### config.mk
export PLATFORM = sky130hd
export DESIGN_NAME = contiguous_block_allocator
export DESIGN_NICKNAME = d
export VERILOG_FILES = /design/src/sv/cba_pkg.sv /design/src/sv/contiguous_block_allocator.sv
export VERILOG_INCLUDE_DIRS = /design/src /design/src/sv
export SDC_FILE = /design/constraint.sdc
export NUM_CORES = 1
export LEC_CHECK = 0
export BUFFER_PORTS_ARGS = -buffer_cell sky130_fd_sc_hd__buf_2
export CAP_MARGIN = 30
export CELL_PAD_IN_SITES_DETAIL_PLACEMENT = 2
export CELL_PAD_IN_SITES_GLOBAL_PLACEMENT = 2
export CORE_ASPECT_RATIO = 1.5
export CORE_MARGIN = 3
export CORE_UTILIZATION = 46
export DETAILED_ROUTE_END_ITERATION = 12
export GPL_TIMING_DRIVEN = 0
export PLACE_DENSITY_LB_ADDON = 0.1
export SYNTH_ARGS = -nofsm -noshare
export SYNTH_HDL_FRONTEND = slang
export SYNTH_SLANG_ARGS = --single-unit
### constraint.sdc
create_clock -name clk -period 7.3 [get_ports clk]
set_clock_uncertainty 0.15 [all_clocks]
set_input_delay 0 -clock clk [delete_from_list [all_inputs] [get_ports clk]]
set_output_delay 0 -clock clk [all_outputs]
set_load 0.01 [all_outputs]
### src/sv/contiguous_block_allocator_defines.svh
// Assertion macros for the contiguous block allocator.
// No dependencies; included by the modules that carry assertions.
`ifndef CONTIGUOUS_BLOCK_ALLOCATOR_DEFINES_SVH
`define CONTIGUOUS_BLOCK_ALLOCATOR_DEFINES_SVH

`ifndef NO_ASSERTIONS

// Condition that holds at every clock edge outside reset
`define CBA_ASSERT_ALWAYS(lbl, cond, msg) \
    lbl: assert property (@(posedge clk) disable iff (!rst_n) (cond)) else $error(msg);

// Same-cycle implication
`define CBA_ASSERT_IMP(lbl, ante, cons, msg) \
    lbl: assert property (@(posedge clk) disable iff (!rst_n) (ante) |-> (cons)) \
        else $error(msg);

// Next-cycle implication
`define CBA_ASSERT_NXT(lbl, ante, cons, msg) \
    lbl: assert property (@(posedge clk) disable iff (!rst_n) (ante) |=> (cons)) \
        else $error(msg);

`else

`define CBA_ASSERT_ALWAYS(lbl, cond, msg)
`define CBA_ASSERT_IMP(lbl, ante, cons, msg)
`define CBA_ASSERT_NXT(lbl, ante, cons, msg)

`endif

`endif

### src/sv/cba_pkg.sv
// Shared constants of the contiguous block allocator: result status codes,
// request command codes and field widths. No dependencies.
package cba_pkg;

    // Field widths
    localparam int BLOCK_W  = 6;
    localparam int LENGTH_W = 7;
    localparam int STATUS_W = 3;

    // Results one allocation may produce, and the counter that tracks them
    localparam int MAX_RESULTS = 64;
    localparam int RES_CNT_W   = $clog2(MAX_RESULTS);
    localparam logic [RES_CNT_W-1:0] RES_CNT_LAST = RES_CNT_W'(MAX_RESULTS - 1);

    // Request commands
    localparam logic CMD_MARK  = 1'b0;
    localparam logic CMD_ALLOC = 1'b1;

    // Result status codes
    localparam logic [STATUS_W-1:0] ST_ALLOC  = 3'd0;
    localparam logic [STATUS_W-1:0] ST_SKIP   = 3'd1;
    localparam logic [STATUS_W-1:0] ST_REJECT = 3'd2;
    localparam logic [STATUS_W-1:0] ST_MARKED = 3'd3;
    localparam logic [STATUS_W-1:0] ST_EMPTY  = 3'd4;

endpackage

### src/sv/contiguous_block_allocator.sv
// Contiguous block allocator: busy bitmap in a one-bit synchronous memory
// with a read-modify-write walk. Uses cba_pkg and the assertion macro header.
//
// Usage:
//   Request channel (in_valid/in_ready, cmd, start_block, length): cmd mark
//   sets one block busy; cmd allocate claims length free blocks walking up
//   from start_block. Result channel (out_valid/out_ready, block_index,
//   status, out_of_space, last) returns one or more results per request;
//   last flags the final one.
//   Flow: a mark or a reject answer goes through S_REPLY, which loads the
//   result register once it is free. An allocation reads its start block in
//   the accept cycle and then emits one result per cycle while the result
//   register is free, one bitmap entry each, up to 64 entries. The bitmap
//   memory has one read and one write port, and the single walk pointer sets
//   this rate. One request is in work at a time; in_ready is high only
//   between requests.
//   Reset: the bitmap is cleared by a pass over its min(NUM_BLOCKS, 128)
//   entries, one entry per cycle, during which no request is accepted.
//   Stalls: a held result keeps the walk parked on its entry; the walk
//   resumes as soon as the result register empties.
`include "contiguous_block_allocator_defines.svh"

module contiguous_block_allocator #(
    parameter int NUM_BLOCKS = 64
) (
    input  logic                                clk,
    input  logic                                rst_n,
    input  logic                                in_valid,
    output logic                                in_ready,
    input  logic                                cmd,
    input  logic [cba_pkg::BLOCK_W-1:0]         start_block,
    input  logic [cba_pkg::LENGTH_W-1:0]        length,
    output logic                                out_valid,
    input  logic                                out_ready,
    output logic [cba_pkg::BLOCK_W-1:0]         block_index,
    output logic [cba_pkg::STATUS_W-1:0]        status,
    output logic                                out_of_space,
    output logic                                last
);

    // A walk starts below 64 and emits at most 64 results, so it never
    // touches an entry above 126.
    localparam int MEM_DEPTH = (NUM_BLOCKS < 128) ? NUM_BLOCKS : 128;
    localparam int ADDR_W    = $clog2(MEM_DEPTH);
    localparam logic [ADDR_W-1:0] LAST_ADDR = ADDR_W'(MEM_DEPTH - 1);

    typedef enum logic [1:0] {
        S_CLEAR,
        S_IDLE,
        S_REPLY,
        S_WALK
    } state_t;

    state_t                              state_reg, state_next;
    logic [ADDR_W-1:0]                   addr_reg, addr_next;
    logic [cba_pkg::BLOCK_W-1:0]         start_reg, start_next;
    logic [cba_pkg::LENGTH_W-1:0]        length_reg, length_next;
    logic [cba_pkg::LENGTH_W-1:0]        claimed_reg, claimed_next;
    logic [cba_pkg::RES_CNT_W-1:0]       count_reg, count_next;
    logic                                first_reg, first_next;
    logic [cba_pkg::STATUS_W-1:0]        reply_reg, reply_next;
    logic                                out_valid_reg, out_valid_next;
    logic [cba_pkg::BLOCK_W-1:0]         out_index_reg, out_index_next;
    logic [cba_pkg::STATUS_W-1:0]        out_status_reg, out_status_next;
    logic                                out_oos_reg, out_oos_next;
    logic                                out_last_reg, out_last_next;

    // Bitmap memory and its ports
    logic                                busy_mem [MEM_DEPTH];
    logic                                rd_data_reg;
    logic                                mem_re;
    logic [ADDR_W-1:0]                   mem_ra;
    logic                                mem_we;
    logic [ADDR_W-1:0]                   mem_wa;
    logic                                mem_wd;

    // Walk decode
    logic                                accept;
    logic                                start_ok;
    logic                                slot_free;
    logic                                emit;
    logic                                first_reject;
    logic                                first_empty;
    logic                                special;
    logic                                claim;
    logic [cba_pkg::LENGTH_W-1:0]        claimed_after;
    logic                                walk_done;

    assign in_ready     = (state_reg == S_IDLE);
    assign accept       = in_valid && in_ready;
    assign start_ok     = (32'(start_block) < NUM_BLOCKS);
    assign slot_free    = !out_valid_reg || out_ready;
    assign emit         = (state_reg == S_WALK) && slot_free;

    assign out_valid    = out_valid_reg;
    assign block_index  = out_index_reg;
    assign status       = out_status_reg;
    assign out_of_space = out_oos_reg;
    assign last         = out_last_reg;

    // Classify the entry the walk is on
    always_comb
    begin
        first_reject  = first_reg && rd_data_reg;
        first_empty   = first_reg && !rd_data_reg && (length_reg == '0);
        special       = first_reject || first_empty;
        claim         = !special && !rd_data_reg;
        claimed_after = claimed_reg + cba_pkg::LENGTH_W'(claim);
        walk_done     = special
                        || (claimed_after == length_reg)
                        || (addr_reg == LAST_ADDR)
                        || (count_reg == cba_pkg::RES_CNT_LAST);
    end

    // Memory port control
    always_comb
    begin
        mem_re = 1'b0;
        mem_ra = addr_reg + ADDR_W'(1);
        mem_we = 1'b0;
        mem_wa = addr_reg;
        mem_wd = 1'b1;
        unique case (state_reg)
            S_CLEAR:
            begin
                mem_we = 1'b1;
                mem_wd = 1'b0;
            end
            S_IDLE:
            begin
                mem_ra = ADDR_W'(start_block);
                mem_wa = ADDR_W'(start_block);
                mem_re = accept && start_ok && (cmd == cba_pkg::CMD_ALLOC);
                mem_we = accept && start_ok && (cmd == cba_pkg::CMD_MARK);
            end
            S_WALK:
            begin
                mem_re = emit && !walk_done;
                mem_we = emit && claim;
            end
            default:
            begin
            end
        endcase
    end

    // Next state and result register
    always_comb
    begin
        state_next      = state_reg;
        addr_next       = addr_reg;
        start_next      = start_reg;
        length_next     = length_reg;
        claimed_next    = claimed_reg;
        count_next      = count_reg;
        first_next      = first_reg;
        reply_next      = reply_reg;
        out_valid_next  = out_valid_reg && !out_ready;
        out_index_next  = out_index_reg;
        out_status_next = out_status_reg;
        out_oos_next    = out_oos_reg;
        out_last_next   = out_last_reg;

        unique case (state_reg)
            S_CLEAR:
            begin
                // Sweep the bitmap to all free
                addr_next = addr_reg + ADDR_W'(1);
                if (addr_reg == LAST_ADDR)
                begin
                    addr_next  = '0;
                    state_next = S_IDLE;
                end
            end
            S_IDLE:
            begin
                if (accept)
                begin
                    start_next   = start_block;
                    length_next  = length;
                    addr_next    = ADDR_W'(start_block);
                    claimed_next = '0;
                    count_next   = '0;
                    first_next   = 1'b1;
                    priority if (!start_ok)
                    begin
                        reply_next = cba_pkg::ST_REJECT;
                        state_next = S_REPLY;
                    end
                    else if (cmd == cba_pkg::CMD_MARK)
                    begin
                        reply_next = cba_pkg::ST_MARKED;
                        state_next = S_REPLY;
                    end
                    else
                    begin
                        state_next = S_WALK;
                    end
                end
            end
            S_REPLY:
            begin
                // Hold until the result register frees up
                if (slot_free)
                begin
                    out_valid_next  = 1'b1;
                    out_index_next  = start_reg;
                    out_status_next = reply_reg;
                    out_oos_next    = 1'b0;
                    out_last_next   = 1'b1;
                    state_next      = S_IDLE;
                end
            end
            S_WALK:
            begin
                if (emit)
                begin
                    out_valid_next = 1'b1;
                    out_index_next = cba_pkg::BLOCK_W'(addr_reg);
                    priority if (first_reject)
                        out_status_next = cba_pkg::ST_REJECT;
                    else if (first_empty)
                        out_status_next = cba_pkg::ST_EMPTY;
                    else if (claim)
                        out_status_next = cba_pkg::ST_ALLOC;
                    else
                        out_status_next = cba_pkg::ST_SKIP;
                    out_oos_next  = !special && walk_done && (claimed_after != length_reg);
                    out_last_next = walk_done;
                    claimed_next  = claimed_after;
                    first_next    = 1'b0;
                    // Advance to the next entry or finish
                    if (walk_done)
                    begin
                        state_next = S_IDLE;
                    end
                    else
                    begin
                        addr_next  = addr_reg + ADDR_W'(1);
                        count_next = count_reg + cba_pkg::RES_CNT_W'(1);
                    end
                end
            end
            default:
            begin
                state_next = S_IDLE;
            end
        endcase
    end

    // Hold state and registered outputs
    always_ff @(posedge clk or negedge rst_n)
    begin
        if (!rst_n)
        begin
            state_reg     <= S_CLEAR;
            addr_reg      <= '0;
            out_valid_reg <= 1'b0;
            first_reg     <= 1'b0;
            claimed_reg   <= '0;
            count_reg     <= '0;
        end
        else
        begin
            state_reg     <= state_next;
            addr_reg      <= addr_next;
            out_valid_reg <= out_valid_next;
            first_reg     <= first_next;
            claimed_reg   <= claimed_next;
            count_reg     <= count_next;
        end
    end

    // Payload registers
    always_ff @(posedge clk)
    begin
        start_reg      <= start_next;
        length_reg     <= length_next;
        reply_reg      <= reply_next;
        out_index_reg  <= out_index_next;
        out_status_reg <= out_status_next;
        out_oos_reg    <= out_oos_next;
        out_last_reg   <= out_last_next;
    end

    // Bitmap memory: one write port, one registered read port
    always_ff @(posedge clk)
    begin
        if (mem_we)
        begin
            busy_mem[mem_wa] <= mem_wd;
        end
        if (mem_re)
        begin
            rd_data_reg <= busy_mem[mem_ra];
        end
    end

    // Checks
    `CBA_ASSERT_IMP(a_single_result_clean,
        out_valid && (status == cba_pkg::ST_REJECT || status == cba_pkg::ST_MARKED
                      || status == cba_pkg::ST_EMPTY),
        last && !out_of_space,
        "single-result answer must be last without out_of_space")
    `CBA_ASSERT_IMP(a_oos_on_last, out_valid && out_of_space,
        last && (status == cba_pkg::ST_ALLOC || status == cba_pkg::ST_SKIP),
        "out_of_space only on the last result of a walk")
    `CBA_ASSERT_IMP(a_claim_below_length, (state_reg == S_WALK) && !first_reg,
        claimed_reg < length_reg, "walk continued after claiming all blocks")
    `CBA_ASSERT_NXT(a_walk_steps_by_one, emit && !walk_done,
        (state_reg == S_WALK) && (addr_reg == $past(addr_reg) + ADDR_W'(1)),
        "walk pointer did not advance by one")
    `CBA_ASSERT_IMP(a_write_free_only, (state_reg == S_WALK) && mem_we,
        !rd_data_reg && !special, "walk wrote over a busy entry")

endmodule
# After elaboration in Yosys (flattened, before gate mapping)
# Memories as Yosys holds them, arrays and structs flattened. A register that Yosys moved wholly into a read port is not among the register bits.
# Index checks and enable logic that the tools add are counted.
# totals
elab_cells	111
ramBits	64
regBits	47
mem_count	1
out_inout_bits	13
# memory_table
memory	depth	word_bits	read_ports	rd_ports_with_merged_regs	wr	line	text
busy_mem	64	1	1	1	1	contiguous_block_allocator.sv:69	logic busy_mem [MEM_DEPTH];
# op_classes
muxes	47
reduce_logical	34
eq_ne	13
bitwise_logic	1
addsub	3
# op_table
operator	n
$mux 6	11
$pmux 6 s2	2
$pmux 6 s3	1
$mux 7	2
$pmux 7 s2	1
$logic_and 1x1->1	13
$mux 1	13
$add 6x1->6 const B	2
$eq 6x6->1 const B	2
$mux 3	4
$mux 2	5
$ne 2x2->1 const B	5
$pmux 1 s2	5
$pmux 2 s4	1
$reduce_and 4->1	2
$add 7x1->7	1
$eq 7x7->1	1
$logic_not 7->1	1
$ne 7x7->1	1
$pmux 3 s2	1
$reduce_and 3->1	2
$logic_not 1->1	5
$logic_or 1x1->1	5
$reduce_and 5->1	1
9 further kinds	11

# Longest topological paths before layout
# depth
depth_word	15
ltp_mapped	12
mapped_depth_nobuf	12

# Worst setup path after synthesis
# Ideal clock, no wire load.
# synth_path
path_kind	register to register
startpoint	register length_reg[3] in the netlist's numbering
endpoint	register addr_reg[0]
arrival_ns	3.359
stages_incl_launch_ff	13
path_buffers	0
slack_ns	3.663
setup_ns	0.128
required_ns	7.022
cell_sequence	edfxtp_1 > or4_1 > nor4_1 > a21oi_1 > ha_1 > ha_1 > and3_1 > and3_1 > xnor2_1 > o41ai_4 > nor3_4 > nor2_8 > mux2_1
# synth_via
elab_chain_cells	12
# synth_lines
item	line	text
start: declaration	contiguous_block_allocator.sv:57	logic [cba_pkg::LENGTH_W-1:0] length_reg, length_next;
start signal: assignment	contiguous_block_allocator.sv:278	length_reg <= length_next;
$logic_not 7->1	contiguous_block_allocator.sv:105	first_empty = first_reg && !rd_data_reg && (length_reg == '0);
$logic_and 1x1->1	contiguous_block_allocator.sv:105	
$logic_or 1x1->1	contiguous_block_allocator.sv:106	special = first_reject || first_empty;
$logic_not 1->1	contiguous_block_allocator.sv:107	claim = !special && !rd_data_reg;
$logic_and 1x1->1	contiguous_block_allocator.sv:107	
$add 7x1->7	contiguous_block_allocator.sv:108	claimed_after = claimed_reg + cba_pkg::LENGTH_W'(claim);
$eq 7x7->1	contiguous_block_allocator.sv:110	|| (claimed_after == length_reg)
$logic_or 1x1->1 *	contiguous_block_allocator.sv:110	
$logic_or 1x1->1 *	contiguous_block_allocator.sv:111	|| (addr_reg == LAST_ADDR)
$logic_or 1x1->1 *	contiguous_block_allocator.sv:112	|| (count_reg == cba_pkg::RES_CNT_LAST);
$ne 2x2->1 (no source line) *	--	
$reduce_and 4->1 (no source line) *	--	
end signal: assignment	contiguous_block_allocator.sv:266	addr_reg <= addr_next;
end: declaration	contiguous_block_allocator.sv:55	logic [ADDR_W-1:0] addr_reg, addr_next;
# Every way passes the cells marked *; elsewhere a longest branch is shown, timed or not.
# A chain may end at the register's enable or synchronous reset.

# Final worst setup path
# layout_path
startpoint	register length_reg[3] in the netlist's numbering
endpoint	register addr_reg[5]
# Same word-level chain as after synthesis.

==> metrics.txt <==
leakage 2.23 nW; Worst-path clk slew 80 ps; CTS Buf Count 9; ANT nets after route 0; asr flop ratio synth 0.205; Setup Fix Bufs, Post-CTS 0; setup_tns 0 ps; Critical Path RT 7380 ps; Post-synth EDFFs 89; Period minus WS final 4520 ps; antenna violations before repair 0; clock root buffer clkbuf_16; Slew headroom 0.433; Primary FF master, synth edfxtp_1; initial drt markers 156; # hold bufs at CTS 17; Mapped Nets 449; Hold/Removal Path Class in2async; Final Max Tran Viols 0; Routed WL per cell 24.6 um; area leader, netlist edfxtp_1; Netlist Area Pre-Place 0.00537 sq mm; post-synthesis register bit count 112; P per Cell Area 420 mW/mm^2; Core Box Area 0.0112 sq mm; Final Hold Fails 0; synth warn 0; GRT Residual Overflow 0; max-cap violations 0; status finished, final reports clean; CP Launch Type flip-flop; Ports 31; count leader, synth edfxtp_1; Setup CP Type reg2reg; Worst VDD drop 176 uV; CTS tree built; Initial Utilization 0.478; unrepaired setup endpoints after global routing no; ranking of synthesized cells by area edfxtp_1, dfrtp_1, nor2_1; synthesis-to-finish area growth 15.0%; Netlist cell types 52; Crit path arrival time 4600 ps; chip height 138 um; Worst Hold Slack 37.7 ps; clk_lat worst skew 360 ps; Avg Cell Area, Syn 12.6 sq um; post-layout util 0.550; HPWL after DPL 10.8 mm; CP Max Fanout 7; Fmax 221 MHz; share of the synthesized area in the top cell type 0.497; Die W 94.2 um; Synth top cells by count edfxtp_1, nor2_1, nand2_1, nand3_1, dfrtp_1; # port buffers 30; first-pass GRT wire length 24.8 mm; fin nets 509; Synth Instances 426; Worst-Margin Slew 847 ps; fin crit share 0.619; n_diodes 0; Critical Path Sink Type flip-flop; Final GP Congestion 0.762; Final setup viols 0; clk sink count 112; number of cells upsized or downsized after cts 0; sequential share of the synthesized area 0.605; row cnt 47; pin count of the biggest net entering global routing 65; CTS max path bufs 2; Die Area 0.0130 sq mm; vias in the first global route 4288; Initial DRT Pass Iterations 4; max FFs per register 64; Tot GR Track Use 0.254; Via density 5.86; Total Wirelength 15.7 mm; vias after detailed routing 3733; H-tree levels 3; layout cells sized above 1 0.155; Residual DRC 0
-- layout make-up --
| class | instances | area (sq um) |
|---|---|---|
| multi-input cells | 296 | 2020 |
| inverters | 5 | 21.3 |
| fillers | 1085 | 5050 |
| flip-flops and latches | 112 | 3250 |
| clock inverters | 5 | 48.8 |
| clock buffers | 10 | 229 |
| plain buffers | 13 | 78.8 |
| repair buffers | 49 | 345 |
| well taps | 147 | 184 |
-- power breakdown --
part	switching (mW)	internal [mW]
logic	0.754	0.445
clock network	0.219	0.262
registers	0.0734	0.841
total	1.05	1.55
-- metal layers --
metal	vias up	part of all wire	global-route usage	routed length [um]
met3	30	0.020	0.0370	315
met5	-	0	0	0
li1	1697	-	-	-
met2	60	0.57	0.469	8910
met1	1946	0.38	0.285	5940
met4	0	0.032	0.106	497
-- final timing paths --
kind / from / end / slack (ps) / cells past startpoint
max: length_reg[3]$_DFFE_PP_ / addr_reg[5]$_DFFE_PN0P_ / 2780 / 12
min: rst_n / claimed_reg[0]$_DFFE_PN0P_ / 40 / 2
max reg2reg: length_reg[3]$_DFFE_PP_ / addr_reg[5]$_DFFE_PN0P_ / 2780 / 12
min reg2reg: count_reg[4]$_DFFE_PN0P_ / count_reg[4]$_DFFE_PN0P_ / 350 / 1
max in group asynchronous: rst_n / addr_reg[4]$_DFFE_PN0P_ / 6550 / 2
min in group clk: length[0] / length_reg[0]$_DFFE_PP_ / 210 / 2
-- cell usage in the layout, fill, tap and decap left out, types with 6 or more instances in the layout --
| master | instances |
|---|---|
| edfxtp_1 | 89 |
| nand2b_1 | 6 |
| mux4_1 | 6 |
| and3_1 | 8 |
| mux2_2 | 6 |
| nand3_1 | 30 |
| a21oi_1 | 8 |
| buf_2 | 34 |
| o21ai_0 | 14 |
| mux2_1 | 6 |
| clkbuf_16 | 9 |
| nand3b_1 | 6 |
| xnor2_1 | 10 |
| o21a_1 | 6 |
| dfrtp_1 | 23 |
| nand2_1 | 40 |
| clkbuf_1 | 6 |
| nor2_1 | 79 |
| dlygate4sd3_1 | 17 |
| mux4_2 | 10 |
-- per-stage QoR --
stage | setup WS [ps] | instance area [sq um] | instances | power [mW]
floorplan | 3660 | 5370 | 426 | 1.71
global placement | 3030 | 5710 | 603 | 2.02
detailed placement | 2840 | 5710 | 604 | 2.10
CTS | 2770 | 6160 | 636 | 2.61
global route | 2530 | 6180 | 637 | 2.75
finish | 2780 | 6180 | 637 | 2.59
-- kinds of logic after synthesis --
kind of cell / synth area share
AND/OR/NAND/NOR: 0.173
flip-flops: 0.605
AO/OA/AOI/OAI: 0.0664
multiplexers: 0.105
buffers and inverters: 0.0186
XOR/XNOR: 0.0212
adder cells (fa/ha/maj): 0.0116
-- critical path, stage by stage, from the launching register on --
cell and delay, ps:
edfxtp_1 440, or4_1 560, nor4_1 510, a21oi_1 260
ha_1 250, ha_1 280, and3_1 230, and3_1 220
xnor2_1 190, o41ai_4 570, nor3_4 170, nor2_8 200
mux2_1 360
No activity file was read; power rests on OpenSTA's default activity.
